[config.mk]
export PLATFORM = sky130hd
export DESIGN_NAME = ringtone_note_parser_unit
export DESIGN_NICKNAME = d
export VERILOG_FILES = /design/src/rtl/core/rtnp_pkg.sv /design/src/rtl/core/ringtone_note_parser_unit.sv /design/src/rtl/core/rtnp_in_stage.sv /design/src/rtl/core/rtnp_parser.sv /design/src/rtl/core/rtnp_out_stage.sv
export SDC_FILE = /design/constraint.sdc
export NUM_CORES = 1
export LEC_CHECK = 0
export BUFFER_PORTS_ARGS = -buffer_cell sky130_fd_sc_hd__clkbuf_2
export CORE_MARGIN = 8
export CORE_UTILIZATION = 45
export DETAILED_ROUTE_END_ITERATION = 10
export GPL_ROUTABILITY_DRIVEN = 0
export GPL_TIMING_DRIVEN = 0
export PLACE_DENSITY = 0.77
export SETUP_SLACK_MARGIN = 0.1
export SYNTH_ARGS = -nofsm -noshare
export SYNTH_HDL_FRONTEND = slang
export SYNTH_HIERARCHICAL = 1
export SYNTH_SLANG_ARGS = --single-unit
export TNS_END_PERCENT = 100
[constraint.sdc]
create_clock -name i_clk -period 4.83 [get_ports i_clk]
set_input_delay 0.7245 -clock i_clk [delete_from_list [all_inputs] [get_ports i_clk]]
set_output_delay 0.7245 -clock i_clk [all_outputs]
set_load 0.01 [all_outputs]
[src/rtl/core/rtnp_pkg.sv]
`default_nettype none

package rtnp_pkg;

    localparam int CHAR_W = 8;
    localparam int VAL_W  = 16;

    typedef enum logic [1:0] {
        PH_START,
        PH_DIGIT,
        PH_OCTAVE,
        PH_SHARP
    } t_phase;

    typedef struct packed {
        logic [VAL_W-1:0] divisor;
        logic [VAL_W-1:0] duration;
        logic             last;
    } t_note;

    localparam logic [CHAR_W-1:0] CH_END   = 8'h00;
    localparam logic [CHAR_W-1:0] CH_SPACE = 8'h20;
    localparam logic [CHAR_W-1:0] CH_SHARP = 8'h23;
    localparam logic [CHAR_W-1:0] CH_REST  = 8'h2D;
    localparam logic [CHAR_W-1:0] CH_1     = 8'h31;
    localparam logic [CHAR_W-1:0] CH_2     = 8'h32;
    localparam logic [CHAR_W-1:0] CH_3     = 8'h33;
    localparam logic [CHAR_W-1:0] CH_4     = 8'h34;
    localparam logic [CHAR_W-1:0] CH_6     = 8'h36;
    localparam logic [CHAR_W-1:0] CH_8     = 8'h38;
    localparam logic [CHAR_W-1:0] CH_9     = 8'h39;
    localparam logic [CHAR_W-1:0] CH_A     = 8'h61;
    localparam logic [CHAR_W-1:0] CH_B     = 8'h62;
    localparam logic [CHAR_W-1:0] CH_C     = 8'h63;
    localparam logic [CHAR_W-1:0] CH_D     = 8'h64;
    localparam logic [CHAR_W-1:0] CH_E     = 8'h65;
    localparam logic [CHAR_W-1:0] CH_F     = 8'h66;
    localparam logic [CHAR_W-1:0] CH_G     = 8'h67;

    localparam logic [3:0] ROW_NONE = 4'hF;
    localparam logic [3:0] ROW_E    = 4'd4;
    localparam logic [3:0] ROW_B    = 4'd11;
    localparam logic [3:0] ROWS     = 4'd12;
    localparam logic [3:0] OCTAVES  = 4'd9;

    localparam logic [VAL_W-1:0] DUR_1  = 16'd33333;
    localparam logic [VAL_W-1:0] DUR_2  = 16'd16666;
    localparam logic [VAL_W-1:0] DUR_4  = 16'd8333;
    localparam logic [VAL_W-1:0] DUR_8  = 16'd4166;
    localparam logic [VAL_W-1:0] DUR_16 = 16'd2083;
    localparam logic [VAL_W-1:0] DUR_32 = 16'd1041;

    localparam logic [VAL_W-1:0] TONE_TABLE [0:11][0:8] = '{
        '{16'd2039, 16'd1019, 16'd510, 16'd255, 16'd127, 16'd64, 16'd32, 16'd16, 16'd8},
        '{16'd1924, 16'd962,  16'd481, 16'd240, 16'd120, 16'd60, 16'd30, 16'd15, 16'd8},
        '{16'd1817, 16'd908,  16'd454, 16'd227, 16'd114, 16'd57, 16'd28, 16'd14, 16'd7},
        '{16'd1714, 16'd857,  16'd428, 16'd214, 16'd107, 16'd54, 16'd27, 16'd13, 16'd7},
        '{16'd1618, 16'd809,  16'd405, 16'd202, 16'd101, 16'd51, 16'd25, 16'd13, 16'd0},
        '{16'd1527, 16'd763,  16'd382, 16'd191, 16'd95,  16'd48, 16'd24, 16'd12, 16'd0},
        '{16'd1442, 16'd721,  16'd360, 16'd180, 16'd90,  16'd45, 16'd23, 16'd11, 16'd0},
        '{16'd1361, 16'd680,  16'd340, 16'd170, 16'd85,  16'd43, 16'd21, 16'd11, 16'd0},
        '{16'd1286, 16'd643,  16'd321, 16'd161, 16'd80,  16'd40, 16'd20, 16'd10, 16'd0},
        '{16'd1212, 16'd606,  16'd303, 16'd152, 16'd76,  16'd38, 16'd19, 16'd9,  16'd0},
        '{16'd1144, 16'd572,  16'd286, 16'd143, 16'd76,  16'd36, 16'd18, 16'd9,  16'd0},
        '{16'd1080, 16'd540,  16'd270, 16'd135, 16'd67,  16'd34, 16'd17, 16'd8,  16'd0}
    };

    function automatic logic [3:0] letter_row(input logic [CHAR_W-1:0] ch);
        logic [3:0] row;
        case (ch)
            CH_C:    row = 4'd0;
            CH_D:    row = 4'd2;
            CH_E:    row = 4'd4;
            CH_F:    row = 4'd5;
            CH_G:    row = 4'd7;
            CH_A:    row = 4'd9;
            CH_B:    row = 4'd11;
            default: row = ROW_NONE;
        endcase
        return row;
    endfunction

    function automatic logic [VAL_W-1:0] tone_lookup(input logic [3:0] row,
                                                     input logic [3:0] col);
        logic [VAL_W-1:0] v;
        v = '0;
        if (row < ROWS && col < OCTAVES) begin
            v = TONE_TABLE[row][col];
        end
        return v;
    endfunction

endpackage

`default_nettype wire

[src/rtl/core/ringtone_note_parser_unit.sv]
// Channel   Direction  Ports              Beat contents
// s         in         i_s_t*, o_s_tready tdata[7:0] char_code
// m         out        o_m_t*, i_m_tready tdata[15:0] tone_divisor, [31:16] note_duration,
//                                         tlast end_of_tune
//
// One character is taken every cycle unless the result beat stalls; o_m_tvalid comes from the
// result register, fed from the input register via the parse state update and tone table lookup.
// Synchronous active-low reset returns the parser to token start with duration and divisor zero.
// A stalled result beat holds the full input register, which in turn holds o_s_tready low.
`default_nettype none

module ringtone_note_parser_unit (
    input  wire logic        i_clk,
    input  wire logic        i_rst_n,
    input  wire logic        i_s_tvalid,
    output logic             o_s_tready,
    input  wire logic [7:0]  i_s_tdata,   // [7:0] char_code
    output logic             o_m_tvalid,
    input  wire logic        i_m_tready,
    output logic [31:0]      o_m_tdata,   // [15:0] tone_divisor, [31:16] note_duration
    output logic             o_m_tlast
);

    logic                        in_valid;
    logic [rtnp_pkg::CHAR_W-1:0] in_char;
    logic                        can_load;
    logic                        step;
    logic                        emit;
    rtnp_pkg::t_note             note;

    assign step = in_valid && can_load;

    rtnp_in_stage u_in (
        .i_clk      (i_clk),
        .i_rst_n    (i_rst_n),
        .i_s_tvalid (i_s_tvalid),
        .o_s_tready (o_s_tready),
        .i_s_tdata  (i_s_tdata),
        .i_step     (step),
        .o_valid    (in_valid),
        .o_char     (in_char)
    );

    rtnp_parser u_parser (
        .i_clk   (i_clk),
        .i_rst_n (i_rst_n),
        .i_step  (step),
        .i_char  (in_char),
        .o_emit  (emit),
        .o_note  (note)
    );

    rtnp_out_stage u_out (
        .i_clk      (i_clk),
        .i_rst_n    (i_rst_n),
        .i_step     (step),
        .i_emit     (emit),
        .i_note     (note),
        .o_can_load (can_load),
        .o_m_tvalid (o_m_tvalid),
        .i_m_tready (i_m_tready),
        .o_m_tdata  (o_m_tdata),
        .o_m_tlast  (o_m_tlast)
    );

endmodule

`default_nettype wire

[src/rtl/core/rtnp_in_stage.sv]
`default_nettype none

module rtnp_in_stage (
    input  wire logic                       i_clk,
    input  wire logic                       i_rst_n,
    input  wire logic                       i_s_tvalid,
    output logic                            o_s_tready,
    input  wire logic [rtnp_pkg::CHAR_W-1:0] i_s_tdata,
    input  wire logic                       i_step,
    output logic                            o_valid,
    output logic [rtnp_pkg::CHAR_W-1:0]     o_char
);

    logic                        r_valid;
    logic [rtnp_pkg::CHAR_W-1:0] r_char;

    assign o_s_tready = !r_valid || i_step;
    assign o_valid    = r_valid;
    assign o_char     = r_char;

    always_ff @(posedge i_clk) begin
        if (!i_rst_n) begin
            r_valid <= 1'b0;
        end else if (o_s_tready) begin
            r_valid <= i_s_tvalid;
        end
    end

    always_ff @(posedge i_clk) begin
        if (o_s_tready && i_s_tvalid) begin
            r_char <= i_s_tdata;
        end
    end

endmodule

`default_nettype wire

[src/rtl/core/rtnp_parser.sv]
`default_nettype none

module rtnp_parser (
    input  wire logic                       i_clk,
    input  wire logic                       i_rst_n,
    input  wire logic                       i_step,
    input  wire logic [rtnp_pkg::CHAR_W-1:0] i_char,
    output logic                            o_emit,
    output rtnp_pkg::t_note                 o_note
);

    rtnp_pkg::t_phase             r_phase, n_phase;
    logic [rtnp_pkg::CHAR_W-1:0]  r_pend, n_pend;
    logic                         r_sharp, n_sharp;
    logic [rtnp_pkg::VAL_W-1:0]   r_dur, n_dur;
    logic [rtnp_pkg::VAL_W-1:0]   r_div, n_div;
    logic                         plain;
    logic                         last;
    logic [3:0]                   row;
    logic [3:0]                   col;
    logic [rtnp_pkg::CHAR_W-1:0]  ch_off;
    logic [rtnp_pkg::VAL_W-1:0]   tone;

    always_ff @(posedge i_clk) begin
        if (!i_rst_n) begin
            r_phase <= rtnp_pkg::PH_START;
            r_pend  <= '0;
            r_sharp <= 1'b0;
            r_dur   <= '0;
            r_div   <= '0;
        end else if (i_step) begin
            r_phase <= n_phase;
            r_pend  <= n_pend;
            r_sharp <= n_sharp;
            r_dur   <= n_dur;
            r_div   <= n_div;
        end
    end

    always_comb begin
        n_phase = r_phase;
        n_pend  = r_pend;
        n_sharp = r_sharp;
        n_dur   = r_dur;
        n_div   = r_div;
        o_emit  = 1'b0;
        last    = 1'b0;
        plain   = 1'b0;
        ch_off  = i_char - rtnp_pkg::CH_1;
        col     = ch_off[3:0];
        row     = rtnp_pkg::letter_row(r_pend);
        if (r_sharp && row != rtnp_pkg::ROW_E && row != rtnp_pkg::ROW_B
            && row != rtnp_pkg::ROW_NONE) begin
            row = row + 4'd1;
        end
        tone = rtnp_pkg::tone_lookup(row, col);

        case (r_phase)
            rtnp_pkg::PH_DIGIT: begin
                n_phase = rtnp_pkg::PH_START;
                if (r_pend == rtnp_pkg::CH_1 && i_char == rtnp_pkg::CH_6) begin
                    n_dur = rtnp_pkg::DUR_16;
                end else if (r_pend == rtnp_pkg::CH_3 && i_char == rtnp_pkg::CH_2) begin
                    n_dur = rtnp_pkg::DUR_32;
                end else begin
                    if (i_char != rtnp_pkg::CH_SPACE) begin
                        case (r_pend)
                            rtnp_pkg::CH_1: n_dur = rtnp_pkg::DUR_1;
                            rtnp_pkg::CH_2: n_dur = rtnp_pkg::DUR_2;
                            rtnp_pkg::CH_4: n_dur = rtnp_pkg::DUR_4;
                            rtnp_pkg::CH_8: n_dur = rtnp_pkg::DUR_8;
                            default:        n_dur = r_dur;
                        endcase
                    end
                    plain = 1'b1;
                end
            end
            rtnp_pkg::PH_SHARP: begin
                if (i_char inside {rtnp_pkg::CH_C, rtnp_pkg::CH_D, rtnp_pkg::CH_F,
                                   rtnp_pkg::CH_G, rtnp_pkg::CH_A}) begin
                    n_pend  = i_char;
                    n_sharp = 1'b1;
                    n_phase = rtnp_pkg::PH_OCTAVE;
                end else begin
                    plain = 1'b1;
                end
            end
            rtnp_pkg::PH_OCTAVE: begin
                n_phase = rtnp_pkg::PH_START;
                n_sharp = 1'b0;
                if (row != rtnp_pkg::ROW_NONE
                    && i_char inside {[rtnp_pkg::CH_1:rtnp_pkg::CH_9]}
                    && tone != '0) begin
                    n_div = tone;
                end
                if (i_char == rtnp_pkg::CH_END) begin
                    o_emit = 1'b1;
                    last   = 1'b1;
                end
            end
            default: begin
                plain = 1'b1;
            end
        endcase

        if (plain) begin
            n_phase = rtnp_pkg::PH_START;
            if (i_char == rtnp_pkg::CH_SPACE) begin
                o_emit = 1'b1;
            end else if (i_char == rtnp_pkg::CH_END) begin
                o_emit = 1'b1;
                last   = 1'b1;
            end else if (i_char inside {rtnp_pkg::CH_1, rtnp_pkg::CH_2, rtnp_pkg::CH_3,
                                        rtnp_pkg::CH_4, rtnp_pkg::CH_8}) begin
                n_pend  = i_char;
                n_phase = rtnp_pkg::PH_DIGIT;
            end else if (i_char == rtnp_pkg::CH_REST) begin
                n_div = n_dur;
            end else if (i_char == rtnp_pkg::CH_SHARP) begin
                n_phase = rtnp_pkg::PH_SHARP;
            end else if (rtnp_pkg::letter_row(i_char) != rtnp_pkg::ROW_NONE) begin
                n_pend  = i_char;
                n_sharp = 1'b0;
                n_phase = rtnp_pkg::PH_OCTAVE;
            end
        end

        if (last) begin
            n_phase = rtnp_pkg::PH_START;
            n_pend  = '0;
            n_sharp = 1'b0;
        end

        o_note.divisor  = n_div;
        o_note.duration = n_dur;
        o_note.last     = last;
    end

    a_end_resets: assert property (@(posedge i_clk) disable iff (!i_rst_n)
        (i_step && o_emit && o_note.last) |=> (r_phase == rtnp_pkg::PH_START && !r_sharp))
        else $error("parser not back at token start after end of tune");

    a_octave_one_char: assert property (@(posedge i_clk) disable iff (!i_rst_n)
        (i_step && r_phase == rtnp_pkg::PH_OCTAVE) |=> (r_phase == rtnp_pkg::PH_START))
        else $error("octave slot held for more than one character");

    a_octave_emit_last: assert property (@(posedge i_clk) disable iff (!i_rst_n)
        (o_emit && r_phase == rtnp_pkg::PH_OCTAVE) |-> o_note.last)
        else $error("note emitted from octave slot without end of tune");

endmodule

`default_nettype wire

[src/rtl/core/rtnp_out_stage.sv]
`default_nettype none

module rtnp_out_stage (
    input  wire logic                           i_clk,
    input  wire logic                           i_rst_n,
    input  wire logic                           i_step,
    input  wire logic                           i_emit,
    input  wire rtnp_pkg::t_note                i_note,
    output logic                                o_can_load,
    output logic                                o_m_tvalid,
    input  wire logic                           i_m_tready,
    output logic [2*rtnp_pkg::VAL_W-1:0]        o_m_tdata,
    output logic                                o_m_tlast
);

    logic            r_valid;
    rtnp_pkg::t_note r_note;

    assign o_can_load = !r_valid || i_m_tready;
    assign o_m_tvalid = r_valid;
    assign o_m_tdata  = {r_note.duration, r_note.divisor};
    assign o_m_tlast  = r_note.last;

    always_ff @(posedge i_clk) begin
        if (!i_rst_n) begin
            r_valid <= 1'b0;
        end else if (i_step && i_emit) begin
            r_valid <= 1'b1;
        end else if (i_m_tready) begin
            r_valid <= 1'b0;
        end
    end

    always_ff @(posedge i_clk) begin
        if (i_step && i_emit) begin
            r_note <= i_note;
        end
    end

endmodule

`default_nettype wire
==> flow_summary.yaml, run 1 <==
status:
  outcome: "finished clean"
grt:
  grt_pass1_vias: 5967
  antenna_found_initial: 0
  grt_pass1_wl_um: 30300
  grt_usage_pct: 20.8
  grt_overflow: 0
  grt_max_degree: 34
synth:
  synth_common_cells: "74 x nand2_1, 52 x nor2_1, 45 x dfxtp_1, 45 x o21ai_0, 44 x a21oi_1"
  yosys_warnings: 6
  yosysTopAreaCellShare_pct: 20.1
  yosysMostFrequentCell: "nand2_1"
  synth_nets: 759
  synth_top_area_cell: "edfxtp_1"
  synth_ff_type: "dfxtp_1"
  synth_area_leaders: "edfxtp_1 20%, dfxtp_1 15%, nand2_1 4.5%"
  synth_edf_count: 41
  ys_ff_latch: 86
  avgSynthCellArea_um2: 8.38
  synthArstFlopShare_pct: 0
  syn_area_um2: 6110
  yosysSeqAreaShare_pct: 34.9
  ys_types: 87
  syn_inst: 729
place:
  place_hpwl_um: 13400
  place_area_um2: 6560
  port-buffer-count: 46
  dp_slack_ns: -0.946
worst_hold_path:
  holdPathEnd: "u_parser/r_dur[12]$_SDFFE_PN0P_"
  hp-class: "flop to flop"
  hp-start: "u_parser/r_dur[12]$_SDFFE_PN0P_"
  worst_hold_path.num_cells: 1
routing:
  vias: 6502
  drc_errors: 0
  drt_wl_total_um: 19300
  viasPerCell: 6.55
  first_iter_violations: 1238
  detail-route-antenna-nets: 0
  drt_pass1_iterations: 9
  post_drt_wl_per_cell_um: 19.5
setup_path:
  crit_path_top_delay_cell: "o311ai_2"
  reg2reg_slack_ns: 0.09
  cp-start-kind: "flop"
  cp.arrival_ns: 4.84
  ff2ff_path_depth: 20
  critPathBufInv: 5
  critical_path_class: "flop to flop"
  cp-end-kind: "flop"
  crit_chain: "buf_6 -> buf_6 -> nand3b_1 -> a21oi_1 -> ha_2 -> buf_6 -> and4_1 -> nor4_2 -> nand2_1 -> nor2_4 -> ha_4 -> clkbuf_2 -> o22ai_2 -> o21ai_0 -> o311ai_2 -> nor2_2 -> o21ai_2 -> nor3_4 -> buf_6 -> a22o_1"
  critPathMostFrequentCell: "buf_6"
  rr_endpoint: "u_out/o_m_tdata[11]$_DFFE_PP_"
  max_stage_delay_ns: 0.56
  worstReg2RegStart: "u_parser/r_pend[0]$_SDFFE_PN0P_"
  crit_path_max_fanout: 10
  path_delay_family: "compound AO/OA/AOI/OAI gates"
  crit_required_ns: 4.93
layout:
  final_area_um2: 7440
  nFillCells: 1203
  fin_util_pct: 56.2
  nets: 842
  regArea_um2: 2140
  drive_above_1_share_pct: 22.4
  multi_input_area_um2: 3830
  diodes: 0
  area_growth_pct: 21.8
cts:
  cts_max_path_buffers: 2
  cts_buffers: 9
  htree_levels: 3
  clock_latency_ns: 0.34
  cts_tree: "built"
  cts-root-buf: "clkbuf_16"
  cts_num_sinks: 86
  path_clk_slew_ns: 0.07
run:
  cap_violations: 0
floorplanning:
  rows: 42
  die_h_um: 133
  io_pins: 47
  initial_core_util_pct: 46.1
  die_x_um: 133
  core_area_um2: 13200
  design.die.area_um2: 17600
power_and_ir_drop:
  power_density_nw_per_um2: 234
  leakagePower_uw: 0.00287
  vdd_drop_max_mv: 0.302
timing:
  relSlewSlack_pct: 16.6
  finalHoldViolations: 0
  clock_skew_ns: 0.00781
  setup_tns_ns: 0
  period_needed_ns: 4.74
  final.period_utilization_pct: 98.2
  slew_viol_final: 0
  worstMarginPinSlew_ns: 1.25
  setup_viol: 0
  max_freq_mhz: 211
  worst_slack_ns: 0.0882
==> layout by cell type, fill, tap and decap left out, types with 7 or more instances in the layout <==
cell	netlist	layout
buf_2	15	7
o211ai_1	9	9
a21o_1	8	8
nand3_1	31	30
and3_1	8	8
nor2_1	52	49
nor2b_1	13	13
nor4_1	10	8
edfxtp_1	41	41
o21a_1	10	10
a21oi_1	44	42
a31oi_1	17	14
clkbuf_16	0	9
clkbuf_2	0	47
o211a_1	15	15
buf_4	3	25
o21ai_0	45	45
ha_1	18	13
dfxtp_1	45	42
buf_6	3	15
nand4_1	8	8
inv_1	36	34
nor3_1	23	22
and2_1	8	8
a22oi_1	10	10
clkbuf_1	32	26
a31o_2	7	7
nand2_1	74	73
==> cell families after synthesis <==
| family | count (synthesis) | synth area share [%] |
|---|---|---|
| simple gates | 271 | 23.1 |
| flops | 86 | 34.9 |
| buf+inv | 92 | 6.51 |
| compound gates | 250 | 30.0 |
| mux | 5 | 0.819 |
| fa+ha+maj | 18 | 3.69 |
| xor+xnor | 7 | 1.00 |
==> how the worst max path moves through the flow <==
| stage | end | from | cells past startpoint | slack [ns] |
|---|---|---|---|---|
| after floorplan | u_out/o_m_tdata[11]$_DFFE_PP_ | u_parser/r_pend[0]$_SDFFE_PN0P_ | 23 | 0.15 |
| after global placement | u_out/o_m_tdata[13]$_DFFE_PP_ | u_parser/r_pend[0]$_SDFFE_PN0P_ | 23 | -0.94 |
| after detailed placement | u_out/o_m_tdata[11]$_DFFE_PP_ | u_parser/r_pend[0]$_SDFFE_PN0P_ | 23 | -0.95 |
| after CTS | u_out/o_m_tdata[11]$_DFFE_PP_ | u_parser/r_pend[0]$_SDFFE_PN0P_ | 24 | 0.10 |
| after global routing | u_out/o_m_tdata[7]$_DFFE_PP_ | u_parser/r_pend[1]$_SDFFE_PN0P_ | 23 | -0.04 |
| final | u_out/o_m_tdata[11]$_DFFE_PP_ | u_parser/r_pend[0]$_SDFFE_PN0P_ | 20 | 0.09 |
==> state kept, by name, summed over array words and instances, names as in the netlist <==
register / cells
u_in/o_valid: 1
u_parser/r_sharp: 1
u_parser/r_pend: 8
u_parser/r_phase: 2
u_parser/r_div: 16
u_out/o_m_tdata: 32
u_in/o_char: 8
u_out/o_m_tlast: 1
u_parser/r_dur: 16
u_out/o_m_tvalid: 1
==> report_power, final <==
part / switching [µW] / internal, µW / leakage (µW) / total [µW]
clock network: 296 / 456 / 0.000160 / 752
logic: 135 / 66.7 / 0.00198 / 202
registers: 11.8 / 777 / 0.000728 / 789
total: 443 / 1300 / 0.00287 / 1740
==> area by class of cell <==
| class | instances | share of cell area [%] |
|---|---|---|
| Inverter | 37 | 1.90 |
| Timing Repair Buffer | 73 | 5.97 |
| Tap cell | 176 | 2.96 |
| Clock buffer | 9 | 3.03 |
| Buffer | 54 | 4.72 |
| Multi-Input combinational cell | 551 | 51.4 |
| Sequential cell | 86 | 28.7 |
| Clock inverter | 7 | 1.29 |
==> per-layer routing <==
layer  up-vias  global-route usage (%)  share of wire, %
li1       2920                       -                 -
met1      2980                    27.7                40
met2       482                    31.1                43
met3       120                    4.84                12
met4         0                    9.72               4.8
met5         -                       0                 0
==> stage by stage <==
step | power [µW] | instances | hold slack [ns]
final | 1740 | 993 | 0.481
after global routing | 1800 | 993 | 0.497
after CTS | 1740 | 976 | 0.483
after detailed placement | 987 | 951 | 0.468
after global placement | 985 | 951 | 0.460
after floorplan | 932 | 729 | 0.454
==> repair_timing <==
item | CTS | global route
endpoints found under the setup margin | 32 | 32
resized for setup | 34 | 58
setup buffers | 9 | 16
hold buffers | 0 | 0
gates cloned | 1 | 1
pin swaps | 9 | 23
No activity file was read; power rests on OpenSTA's default activity.
==> run 2: changes to the inputs <==
--- a/config.mk
+++ b/config.mk
@@ -11,10 +11,9 @@
 export DETAILED_ROUTE_END_ITERATION = 10
 export GPL_ROUTABILITY_DRIVEN = 0
 export GPL_TIMING_DRIVEN = 0
-export PLACE_DENSITY = 0.77
+export PLACE_DENSITY = 0.65
 export SETUP_SLACK_MARGIN = 0.1
 export SYNTH_ARGS = -nofsm -noshare
 export SYNTH_HDL_FRONTEND = slang
-export SYNTH_HIERARCHICAL = 1
 export SYNTH_SLANG_ARGS = --single-unit
 export TNS_END_PERCENT = 100
==> flow_summary.yaml, run 2 <==
synth:
  synth_ff_type: "dfxtp_1"
  avgSynthCellArea_um2: 8.10
  synthArstFlopShare_pct: 0
  synth_area_leaders: "edfxtp_1 20%, dfxtp_1 15%, nor2_1 5.1%"
  synth_nets: 774
  syn_inst: 744
  yosysMostFrequentCell: "nor2_1"
  ys_types: 86
  ys_ff_latch: 86
  synth_edf_count: 41
  yosysSeqAreaShare_pct: 35.4
  yosys_warnings: 0
  syn_area_um2: 6030
  yosysTopAreaCellShare_pct: 20.4
  synth_top_area_cell: "edfxtp_1"
  synth_common_cells: "82 x nor2_1, 65 x nand2_1, 52 x a21oi_1"
layout:
  area_growth_pct: 22.3
  drive_above_1_share_pct: 21.6
  diodes: 0
  largest_register_ffs: 32
  layout_common_cells: "81 x nor2_1, 62 x nand2_1, 48 x a21oi_1"
  multi_input_area_um2: 3870
  regArea_um2: 2140
  nFillCells: 1201
  fin_util_pct: 56.1
  fin_cells: 1009
  layout_commonest_cell: "nor2_1"
  nets: 858
floorplanning:
  core_area_um2: 13100
  die_x_um: 132
  initial_core_util_pct: 45.9
  design.die.area_um2: 17300
  die_h_um: 132
  io_pins: 47
  rows: 42
grt:
  grt_overflow: 0
  grt_pass1_vias: 6048
  grt_usage_pct: 22.7
  grt_max_degree: 19
  grt_pass1_wl_um: 32200
  antenna_found_initial: 0
setup_path:
  path_delay_family: "compound AO/OA/AOI/OAI gates"
  crit_chain: "nor4b_4 -> nand2_1 -> clkbuf_8 -> a21oi_4 -> ha_4 -> nor2b_4 -> a31o_4 -> and3_4 -> nand2_8 -> inv_6 -> ha_4 -> buf_8 -> nand3b_1 -> o2bb2a_4 -> nand2_4 -> nor2_1 -> a32o_1 -> a2111o_1 -> o211ai_4 -> o41ai_4 -> buf_6 -> a221oi_1 -> nor2_1"
  critical_path_class: "flop to flop"
  worstReg2RegStart: "u_parser.r_pend[3]$_SDFFE_PN0P_"
  crit_path_top_delay_cell: "a2111o_1"
  max_stage_delay_ns: 0.45
  crit_required_ns: 4.91
  critPathBufInv: 4
  cp-start-kind: "flop"
  cp.arrival_ns: 4.72
  reg2reg_slack_ns: 0.19
  rr_endpoint: "u_out.o_m_tdata[2]$_DFFE_PP_"
  ff2ff_path_depth: 23
  cp-end-kind: "flop"
  crit_path_max_fanout: 7
power_and_ir_drop:
  power_density_nw_per_um2: 233
  vdd_drop_max_mv: 0.195
  power_uw: 1710
  leakagePower_uw: 0.00266
place:
  place_hpwl_um: 15000
  port-buffer-count: 46
  dp.cells: 968
routing:
  drt_pass1_iterations: 6
  detail-route-antenna-nets: 0
  vias: 6611
  viasPerCell: 6.55
  first_iter_violations: 959
  drt_wl_total_um: 20600
  drc_errors: 0
  post_drt_wl_per_cell_um: 20.4
timing:
  period_needed_ns: 4.64
  max_freq_mhz: 215
  final.period_utilization_pct: 96.2
  worstMarginPinSlew_ns: 1.34
  setup_tns_ns: 0
  setup_viol: 0
  rsz0062_at_grt: "true"
  finalHoldViolations: 0
  slew_viol_final: 0
  relSlewSlack_pct: 9.87
  clock_skew_ns: 0.00855
worst_hold_path:
  holdPathEnd: "u_parser.r_div[14]$_SDFFE_PN0P_"
  hp-start: "u_parser.r_div[14]$_SDFFE_PN0P_"
  worst_hold_path.num_cells: 2
  hp-class: "flop to flop"
cts:
  clock_latency_ns: 0.34
  cts_num_sinks: 86
  cts-root-buf: "clkbuf_16"
  cts_max_path_buffers: 2
  path_clk_slew_ns: 0.07
  cts_tree: "built"
  htree_levels: 3
  cts_buffers: 9
run:
  cap_violations: 0
status:
  outcome: "finished clean"
-- run 2: changes by cell type after synthesis, moves of 9 or more --
cell / change
a211oi_1: +13
inv_1: -14
nand2_1: -9
nor2_1: +30
o211a_1: -14
-- run 2: layout make-up --
type,count,area share (%)
Clock buffer,9,3.06
Multi-Input combinational cell,579,52.5
Clock inverter,7,1.04
Timing Repair Buffer,75,6.40
Sequential cell,86,29.0
Buffer,54,3.77
Inverter,23,1.24
Tap cell,176,2.99
-- run 2: cell families after synthesis --
group | Yosys count | synth area share (%)
and+or+nand+nor | 302 | 25.0
AOI/OAI and AO/OA | 247 | 28.7
DFF | 86 | 35.4
buffers and inverters | 79 | 5.38
adders and majority gates | 18 | 3.74
xor gates and xnor gates | 9 | 1.31
muxes | 3 | 0.519
-- run 2: routing by layer --
| layer | vias up | global-route usage [%] | part of all wire, % |
|---|---|---|---|
| met5 | - | 0 | 0 |
| met4 | 0 | 10.6 | 4.5 |
| met3 | 108 | 5.79 | 11 |
| met2 | 464 | 35.0 | 45 |
| met1 | 3070 | 29.3 | 40 |
| li1 | 2969 | - | - |
-- run 2: report_power, final --
group | internal (µW) | switching, µW
clock | 406 | 297
sequential | 775 | 13.1
combinational | 67.5 | 155
-- run 2: repair_timing --
action | 4_1_cts | 5_1_grt
gates resized for setup | 41 | 44
setup endpoints to repair | 32 | 32
hold buffers | 0 | 0
setup buffers | 14 | 13
pin swaps | 7 | 18
-- run 2: worst reg2reg max path, cell delays in order, from the launching register on --
cell and delay (ns):
dfxtp_4 0.36, nor4b_4 0.32, nand2_1 0.13, clkbuf_8 0.17, a21oi_4 0.13, ha_4 0.18, nor2b_4 0.20, a31o_4 0.17
and3_4 0.22, nand2_8 0.07, inv_6 0.07, ha_4 0.12, buf_8 0.10, nand3b_1 0.09, o2bb2a_4 0.24, nand2_4 0.08
nor2_1 0.05, a32o_1 0.22, a2111o_1 0.45, o211ai_4 0.24, o41ai_4 0.11, buf_6 0.21, a221oi_1 0.36, nor2_1 0.12
-- run 2: metrics by stage --
stage | setup slack (ns) | hold WS, ns | cell area (µm²)
6_report | 0.186 | 0.465 | 7370
5_1_grt | 0.0599 | 0.477 | 7370
4_1_cts | 0.0971 | 0.465 | 7080
3_5_place_dp | -1.24 | 0.456 | 6530
3_3_place_gp | -1.14 | 0.444 | 6500
2_1_floorplan | 0.103 | 0.433 | 6050
-- run 2: how the worst max path moves through the flow --
| stage | startpoint | cells past startpoint | endpoint |
|---|---|---|---|
| final | u_parser.r_pend[3]$_SDFFE_PN0P_ | 23 | u_out.o_m_tdata[2]$_DFFE_PP_ |
| after global placement | u_parser.r_pend[7]$_SDFFE_PN0P_ | 20 | u_out.o_m_tdata[15]$_DFFE_PP_ |
| after floorplan | u_parser.r_pend[3]$_SDFFE_PN0P_ | 22 | u_out.o_m_tdata[11]$_DFFE_PP_ |
| after CTS | u_parser.r_pend[3]$_SDFFE_PN0P_ | 23 | u_out.o_m_tdata[15]$_DFFE_PP_ |
| after detailed placement | u_parser.r_pend[7]$_SDFFE_PN0P_ | 20 | u_out.o_m_tdata[15]$_DFFE_PP_ |
| after global routing | u_parser.r_pend[3]$_SDFFE_PN0P_ | 23 | u_out.o_m_tdata[2]$_DFFE_PP_ |
==> run 3: changes to the inputs <==
--- a/config.mk
+++ b/config.mk
@@ -6,12 +6,13 @@
 export NUM_CORES = 1
 export LEC_CHECK = 0
 export BUFFER_PORTS_ARGS = -buffer_cell sky130_fd_sc_hd__clkbuf_2
+export CELL_PAD_IN_SITES_DETAIL_PLACEMENT = 1
+export CELL_PAD_IN_SITES_GLOBAL_PLACEMENT = 2
 export CORE_MARGIN = 8
-export CORE_UTILIZATION = 45
+export CORE_UTILIZATION = 33
 export DETAILED_ROUTE_END_ITERATION = 10
-export GPL_ROUTABILITY_DRIVEN = 0
 export GPL_TIMING_DRIVEN = 0
-export PLACE_DENSITY = 0.65
+export PLACE_DENSITY_LB_ADDON = 0.1
 export SETUP_SLACK_MARGIN = 0.1
 export SYNTH_ARGS = -nofsm -noshare
 export SYNTH_HDL_FRONTEND = slang
==> flow_summary.yaml, run 3 (synthesis results as in run 2) <==
setup_path:
  rr_endpoint: "u_out.o_m_tdata[10]$_DFFE_PP_"
  worstReg2RegStart: "u_parser.r_pend[0]$_SDFFE_PN0P_"
  cp-startpoint: "u_parser.r_pend[0]$_SDFFE_PN0P_"
  critical_path_class: "flop to flop"
  crit_path_max_fanout: 10
  reg2reg_slack_ns: 0.23
  cp-end-kind: "flop"
  crit_required_ns: 5.02
  ff2ff_path_depth: 22
  cp-start-kind: "flop"
  endpoint: "u_out.o_m_tdata[10]$_DFFE_PP_"
  cp.arrival_ns: 4.79
layout:
  layout_common_cells: "81 x nor2_1, 61 x nand2_1, 47 x a21oi_1"
  nets: 862
  largest_register_ffs: 32
  multi_input_area_um2: 3950
  diodes: 0
  nFillCells: 2141
  area_growth_pct: 26.5
  regArea_um2: 2140
  layout_commonest_cell: "nor2_1"
  fin_util_pct: 42.4
  drive_above_1_share_pct: 23.8
cts:
  cts_num_sinks: 86
  cts-root-buf: "clkbuf_16"
  clock_latency_ns: 0.36
  path_clk_slew_ns: 0.07
  cts_tree: "built"
  hold_buffers: 0
  cts_max_path_buffers: 2
  htree_levels: 3
  cts_buffers: 9
timing:
  max_freq_mhz: 217
  rsz0062_at_grt: "true"
  period_needed_ns: 4.60
  setup_tns_ns: 0
  holdWs_ns: 0.472
  slew_viol_final: 0
  worstMarginPinSlew_ns: 0.905
  clock_skew_ns: 0.0107
  setup_viol: 0
  finalHoldViolations: 0
  worst_slack_ns: 0.231
  relSlewSlack_pct: 39.0
  final.period_utilization_pct: 95.2
grt:
  antenna_found_initial: 0
  grt_pass1_vias: 6656
  grt_pass1_wl_um: 39800
  grt_overflow: 0
  grt_usage_pct: 23.0
  grt_max_degree: 18
power_and_ir_drop:
  p_int_uw: 1310
  clkPwrFrac_pct: 43.2
  power_density_nw_per_um2: 238
  vdd_drop_max_mv: 0.212
  p_switching_uw: 505
  pwr-share-seq_pct: 43.5
  power_uw: 1810
  leakagePower_uw: 0.00272
  p_comb_share_pct: 13.2
  switching_share_pct: 27.9
routing:
  viasPerCell: 6.12
  detail-route-antenna-nets: 0
  drt_pass1_iterations: 5
  vias: 6521
  drc_errors: 0
  drt_wl_total_um: 25900
  post_drt_wl_per_cell_um: 24.3
  first_iter_violations: 584
floorplanning:
  design.die.area_um2: 22800
  core_area_um2: 18000
  die_x_um: 151
  rows: 49
  initial_core_util_pct: 33.5
  io_pins: 47
  die_h_um: 151
place:
  port-buffer-count: 46
  gp_congestion: 0.936
  place_hpwl_um: 19200
  dp_slack_ns: -1.77
worst_hold_path:
  hp-class: "flop to flop"
  worst_hold_path.num_cells: 2
status:
  outcome: "finished clean"
run:
  cap_violations: 0
[run 3: worst min path at each step]
stage	start	end	slack, ns
after detailed placement	u_parser.r_div[13]$_SDFFE_PN0P_	u_parser.r_div[13]$_SDFFE_PN0P_	0.46
after global placement	u_parser.r_dur[1]$_SDFFE_PN0P_	u_parser.r_dur[1]$_SDFFE_PN0P_	0.45
after CTS	u_parser.r_div[8]$_SDFFE_PN0P_	u_parser.r_div[8]$_SDFFE_PN0P_	0.47
after floorplan	u_parser.r_div[9]$_SDFFE_PN0P_	u_parser.r_div[9]$_SDFFE_PN0P_	0.43
after global routing	u_parser.r_div[8]$_SDFFE_PN0P_	u_parser.r_div[8]$_SDFFE_PN0P_	0.50
final	u_parser.r_div[8]$_SDFFE_PN0P_	u_parser.r_div[8]$_SDFFE_PN0P_	0.47
[run 3: metrics by stage]
stage	area [µm²]	instances
floorplan	6050	744
CTS	7340	1060
detailed placement	6590	1021
global placement	6560	1019
finish	7620	1066
global route	7620	1066
[run 3: power by group through the flow]
| stage | logic (µW) | clock network [µW] | registers, µW |
|---|---|---|---|
| 2_1_floorplan | 143 | 0 | 801 |
| 3_3_place_gp | 219 | 0 | 804 |
| 3_5_place_dp | 221 | 0 | 805 |
| 4_1_cts | 226 | 798 | 788 |
| 5_1_grt | 260 | 817 | 791 |
| 6_report | 240 | 783 | 789 |
[run 3: final cells by class]
type | count | area share [%]
Multi-Input combinational cell | 579 | 51.8
Sequential cell | 86 | 28.0
Timing Repair Buffer | 80 | 6.99
Buffer | 53 | 3.82
Tap cell | 229 | 3.76
Clock buffer | 9 | 2.95
Clock inverter | 7 | 1.35
Inverter | 23 | 1.28
[run 3: per-layer routing]
metal | up-vias | wire length (µm) | GRT usage [%]
met3 | 58 | 1420 | 3.82
met5 | - | 0 | 0
met2 | 222 | 12100 | 37.2
met4 | 0 | 783 | 9.05
li1 | 2975 | - | -
met1 | 3266 | 11600 | 30.0
[run 3: worst max-delay path, stage by stage (launching register included)]
cell	delay (ns)
dfxtp_1	0.32
buf_4	0.18
nand2_2	0.12
or2_4	0.28
a21oi_2	0.14
ha_2	0.23
nor2b_4	0.19
a31oi_1	0.12
and3_4	0.24
nand2_8	0.08
buf_4	0.19
ha_2	0.29
nand3_1	0.15
a31oi_2	0.31
buf_4	0.17
o21ai_0	0.10
a21oi_2	0.31
o21ai_4	0.12
o41ai_4	0.37
buf_6	0.19
buf_6	0.11
nand2_1	0.04
a31oi_1	0.18
[run 3: timing repair]
item                                    4_1_cts  5_1_grt
resized for setup                            57       48
setup buffers                                25        7
endpoints found under the setup margin       32       32
pin swaps                                    14       23
